`config.mk`:
```
export PLATFORM = sky130hd
export DESIGN_NAME = tcw_front
export DESIGN_NICKNAME = d
export VERILOG_FILES = /design/src/hdl/tcw_pkg.sv /design/src/hdl/tcw_front.sv
export SDC_FILE = /design/constraint.sdc
export NUM_CORES = 1
export LEC_CHECK = 0
export BUFFER_PORTS_ARGS = -buffer_cell sky130_fd_sc_hd__buf_2
export CAP_MARGIN = 20
export CORE_ASPECT_RATIO = 1.1
export CORE_MARGIN = 2
export CORE_UTILIZATION = 35
export DETAILED_ROUTE_END_ITERATION = 6
export PLACE_DENSITY = 0.53
export SLEW_MARGIN = 15
export SYNTH_ARGS = -nofsm -noshare
export SYNTH_HDL_FRONTEND = slang
export SYNTH_SLANG_ARGS = --single-unit
```
`constraint.sdc`:
```
create_clock -name clk -period 2.3 [get_ports clk]
set_input_delay 0.23 -clock clk [delete_from_list [all_inputs] [get_ports clk]]
set_output_delay 0.23 -clock clk [all_outputs]
set_load 0.02 [all_outputs]
```
`src/hdl/tcw_pkg.sv`:
```
// tcw_pkg: shared types, codes and defaults of the text console writer
// no dependencies; used by every module of the block
package tcw_pkg;

    // defaults for the top level parameters
    localparam int COLUMNS_DEF    = 80;
    localparam int ROWS_DEF       = 25;
    localparam int SCROLL_TOP_DEF = 6;
    localparam int CLEAR_TOP_DEF  = 5;
    localparam int TAB_WIDTH_DEF  = 8;

    // linear cell index: row (5 bits) times columns (up to 128) plus col (7 bits)
    localparam int IDX_W = 13;
    // cursor position before it is cut to the 11-bit result field
    localparam int POS_W = 13;

    localparam logic [1:0] FUNC_PUT   = 2'd0;
    localparam logic [1:0] FUNC_CLEAR = 2'd1;
    localparam logic [1:0] FUNC_WRITE = 2'd2;
    localparam logic [1:0] FUNC_READ  = 2'd3;

    localparam logic [7:0] CH_BS    = 8'h08;
    localparam logic [7:0] CH_TAB   = 8'h09;
    localparam logic [7:0] CH_LF    = 8'h0A;
    localparam logic [7:0] CH_CR    = 8'h0D;
    localparam logic [7:0] CH_SPACE = 8'h20;

    localparam logic [7:0]  ATTR_RESET = 8'h0F;
    localparam logic [15:0] INIT_WORD  = 16'h0F20;

    typedef enum logic [3:0] {
        OP_PUT_BS,
        OP_PUT_TAB,
        OP_PUT_CR,
        OP_PUT_LF,
        OP_PUT_CHAR,
        OP_PUT_NONE,
        OP_CLEAR,
        OP_WRITE,
        OP_READ
    } op_t;

    typedef struct packed {
        op_t              op;
        logic [7:0]       char_code;
        logic [IDX_W-1:0] idx;
        logic             idx_ok;
    } cmd_t;

    typedef enum logic [2:0] {
        ST_INIT,
        ST_IDLE,
        ST_REFRESH,
        ST_SCRL_RD,
        ST_SCRL_WR,
        ST_FILL,
        ST_READ
    } state_t;

endpackage

```
`src/hdl/tcw_front.sv`:
```
// tcw_front: takes requests, classifies them and holds them in a two-entry queue
// depends on tcw_pkg
module tcw_front #(
    parameter int COLUMNS = tcw_pkg::COLUMNS_DEF,
    parameter int ROWS    = tcw_pkg::ROWS_DEF
) (
    input  logic          clk,
    input  logic          rst_n,
    input  logic          push,
    output logic          full,
    input  logic [1:0]    func,
    input  logic [7:0]    char_code,
    input  logic [6:0]    col,
    input  logic [4:0]    row,
    input  logic          busy,
    output logic          cmd_valid,
    output tcw_pkg::cmd_t cmd,
    input  logic          cmd_pop
);

    localparam int CELL_COUNT = COLUMNS * ROWS;
    localparam logic [tcw_pkg::IDX_W-1:0] COLS_IDX = tcw_pkg::IDX_W'(COLUMNS);
    localparam logic [tcw_pkg::IDX_W:0]   CELLS_CMP = (tcw_pkg::IDX_W + 1)'(CELL_COUNT);

    tcw_pkg::cmd_t entry_reg [2];
    logic          wr_ptr_reg, wr_ptr_next;
    logic          rd_ptr_reg, rd_ptr_next;
    logic [1:0]    cnt_reg, cnt_next;
    tcw_pkg::cmd_t cls;
    logic          do_push;
    logic          do_pop;

    // classify the request on the way in
    always_comb
    begin
        cls           = '0;
        cls.char_code = char_code;
        cls.idx       = tcw_pkg::IDX_W'(row) * COLS_IDX + tcw_pkg::IDX_W'(col);
        cls.idx_ok    = {1'b0, cls.idx} < CELLS_CMP;
        unique case (func)
            tcw_pkg::FUNC_PUT:
            begin
                priority if (char_code == tcw_pkg::CH_BS)
                    cls.op = tcw_pkg::OP_PUT_BS;
                else if (char_code == tcw_pkg::CH_TAB)
                    cls.op = tcw_pkg::OP_PUT_TAB;
                else if (char_code == tcw_pkg::CH_CR)
                    cls.op = tcw_pkg::OP_PUT_CR;
                else if (char_code == tcw_pkg::CH_LF)
                    cls.op = tcw_pkg::OP_PUT_LF;
                else if (char_code >= tcw_pkg::CH_SPACE)
                    cls.op = tcw_pkg::OP_PUT_CHAR;
                else
                    cls.op = tcw_pkg::OP_PUT_NONE;
            end
            tcw_pkg::FUNC_CLEAR: cls.op = tcw_pkg::OP_CLEAR;
            tcw_pkg::FUNC_WRITE: cls.op = tcw_pkg::OP_WRITE;
            tcw_pkg::FUNC_READ:  cls.op = tcw_pkg::OP_READ;
            default:             cls.op = tcw_pkg::OP_PUT_NONE;
        endcase
    end

    assign full      = (cnt_reg == 2'd2) || busy;
    assign do_push   = push && !full;
    assign do_pop    = cmd_pop && (cnt_reg != 2'd0);
    assign cmd_valid = (cnt_reg != 2'd0);
    assign cmd       = entry_reg[rd_ptr_reg];

    always_comb
    begin
        wr_ptr_next = wr_ptr_reg ^ do_push;
        rd_ptr_next = rd_ptr_reg ^ do_pop;
        cnt_next    = cnt_reg + 2'(do_push) - 2'(do_pop);
    end

    always_ff @(posedge clk or negedge rst_n)
    begin
        if (!rst_n)
        begin
            wr_ptr_reg <= 1'b0;
            rd_ptr_reg <= 1'b0;
            cnt_reg    <= 2'd0;
        end
        else
        begin
            wr_ptr_reg <= wr_ptr_next;
            rd_ptr_reg <= rd_ptr_next;
            cnt_reg    <= cnt_next;
        end
    end

    always_ff @(posedge clk)
    begin
        if (do_push)
            entry_reg[wr_ptr_reg] <= cls;
    end

endmodule

```
==> impl_metrics.tcl <==
set metrics [dict create \
    synth-seq-area-share_pct 65.23 \
    whs_ns 0.1115 \
    fmax_ghz 0.5002 \
    start_kind "input pin" \
    io_pins 55 \
    worstHoldStart "col[2]" \
    p_comb_share_pct 37.9 \
    critPathKind "in2reg" \
    syn2layout_area_growth_pct 20.83 \
    p_int_w 0.001994 \
    timing.final.ws_setup_ns 0.3008 \
    grt_usage_pct 11.05 \
    die_h_um 93.48 \
    p_per_area_nw_per_um2 962.6 \
    synth_commonest_cells "edfxtp_1 (52), mux2_2 (27), ha_1 (16)" \
    synth-seq-cells 56 \
    numPortBuffers 54 \
    hold_viol 0 \
    end_kind "flop" \
    switchingPower_w 0.0009689 \
    power_w 0.002963 \
    startpoint "row[1]" \
    ys_warn_count 0 \
    synthMostInstantiatedCell "edfxtp_1" \
    cts_setup_buffers 0 \
    finClkSkew_ns 0.005110 \
    hold_depth 1 \
    fin_crit_sh_pct 86.92 \
    ctsHoldBuffers 1 \
    synth_flop_cell "edfxtp_1" \
    num_antenna_cells 0 \
    synth.distinct_cells 29 \
    worstHoldPathType "in2reg" \
    post_drt_via_cell_ratio 4.710 \
    drcViolationCount 0 \
    outcome "finished clean" \
    place_ws_ns -0.02273 \
    cts_tree "done" \
    dp.cells 301 \
    synth_area_leader_cell "edfxtp_1" \
    ctsLongestPathBuffers 2 \
    largest_register_ff_count 52 \
    synthTopCellsByArea "edfxtp_1 (61%), mux2_2 (12%), ha_1 (7.9%)" \
    worstPathArrival_ns 2.13 \
    place_congestion 0.7210 \
    maxCapViolCount 0 \
    ys_async_sr_fraction_pct 7.143 \
    leakagePower_nw 1.243 \
    grt_pass1_wl_mm 6.665 \
    rows 32 \
    grt_max_degree 28 \
    dp_hpwl_mm 3.044 \
    seqPwrFrac_pct 45.2 \
    clockRootBuffer "clkbuf_8" \
    min_to "entry_reg[0][3]" \
    p_clk_share_pct 16.9 \
    r2r_cells 7 \
    grt-ovfl-total 0 \
    clkSinkCount 56 \
    first_pass_iters 4 \
    rsz0062_at_grt "no" \
    instances_no_fill 310 \
    fillers 667 \
    die_w_um 85.35 \
    post-route-min-period_ns 1.999 \
    switching_share_pct 32.70 \
    crit_required_ns 2.43 \
    grt_pass1_vias 1466 \
    drive_above_1_share_pct 45.33 \
    synth_edf_count 52 \
    drtIter0Drc 32 \
    regArea_sq_um 1662 \
    synth_top_area_share_pct 61.30 \
    clkTransAtPathRegs_ns 0.09 \
    clock_latency_ns 0.30 \
    core_area_sq_um 7047 \
    nets 269 \
    r2r-start "cnt_reg[1]" \
    r2r_setup_slack_ns 0.55 \
    ant_nets 0 \
    start_util_pct 36.15 \
    finalSetupViolCount 0 \
    synthCells 154 \
    vias 1460 \
    multiInputGateArea_sq_um 837.1 \
    die-area_sq_um 7978 \
    cts_max_level 2 \
    finalSetupTns_ns 0 \
    syn_area_sq_um 2547 \
    r2r-end "cnt_reg[1]" \
    slew_viol_final 0 \
    critPathMaxFanout 4 \
    ir_drop_mv 0.6729 \
    postSynthAreaPerCell_sq_um 16.54 \
    numCtsBuffers 5 \
    wl_mm 4.201 \
    cts_resized 0 \
    wl_per_cell_um 13.55 \
    antenna_found_initial 0 \
]
## layout make-up
| type | instances | share of cell area (%) |
|---|---|---|
| Clock buffer | 7 | 2.480 |
| Clock inverter | 1 | 0.1220 |
| Sequential cell | 56 | 53.98 |
| Timing Repair Buffer | 65 | 11.54 |
| Multi-Input combinational cell | 86 | 27.20 |
| Tap cell | 85 | 3.455 |
| Inverter | 10 | 1.220 |
## power by group through the flow
stage | Sequential [W] | Clock, W | Combinational [W]
finish | 0.00134 | 0.000500 | 0.00112
global route | 0.00135 | 0.000568 | 0.00123
CTS | 0.00134 | 0.000526 | 0.00116
detailed placement | 0.00137 | 0 | 0.00115
global placement | 0.00136 | 0 | 0.00115
floorplan | 0.00136 | 0 | 0.000805
## layout by cell type, fill, tap and decap left out, drive strengths merged
master	netlist	final
buf	3	64
edfxtp	52	52
mux2	27	27
ha	16	16
inv	10	10
clkbuf	0	7
xnor2	6	6
xor2	5	5
a21oi	5	5
dfrtp	4	4
nand2	3	3
a21o	3	3
nand3b	2	2
o21ai	2	2
nor2	2	2
fa	2	2
conb	1	2
nor3	2	2
o311ai	1	1
or3b	1	1
mux2i	1	1
o22a	1	1
a32o	1	1
or2	1	1
and2	1	1
nor2b	1	1
a41oi	1	1
clkinv	0	1
dlygate4sd3	0	1
## layer usage
metal	track usage, %	vias to the layer above	routed length (um)	share of wire, %
met5	0	-	0	0
met4	4.365	0	74	1.8
met3	2.736	5	200	4.8
met2	20.18	41	2184	52
met1	12.22	704	1740	41
li1	-	710	-	-
## how the worst max path moves through the flow
| stage | to | cells past startpoint |
|---|---|---|
| 3_5_place_dp | entry_reg[1][0] | 8 |
| 5_1_grt | entry_reg[0][0] | 8 |
| 6_report | entry_reg[0][0] | 8 |
| 3_3_place_gp | entry_reg[1][0] | 8 |
| 4_1_cts | entry_reg[1][0] | 8 |
| 2_1_floorplan | entry_reg[0][0] | 7 |
## kinds of logic after synthesis
family / after synthesis / synth area share (%)
AND/OR/NAND/NOR: 13 / 2.996
buffers and inverters: 13 / 2.063
adder cells (fa/ha/maj): 18 / 9.430
multiplexers: 28 / 12.33
AO/OA/AOI/OAI: 14 / 4.028
XOR/XNOR: 11 / 3.782
flip-flops: 56 / 65.23
other: 1 / 0.1472
## through the flow
stage	utilization [%]	instance area, sq um
4_1_cts	43.68	3078
6_report	43.68	3078
3_5_place_dp	42.40	2988
5_1_grt	43.68	3078
3_3_place_gp	42.40	2988
2_1_floorplan	-	2551
## critical path: stages
cell and delay, ns:
buf_2 0.11, ha_1 0.29, ha_1 0.23, fa_1 0.40
xnor2_1 0.32, inv_1 0.08, a32o_1 0.28, a41oi_1 0.21
No activity file was read; power rests on OpenSTA's default activity.
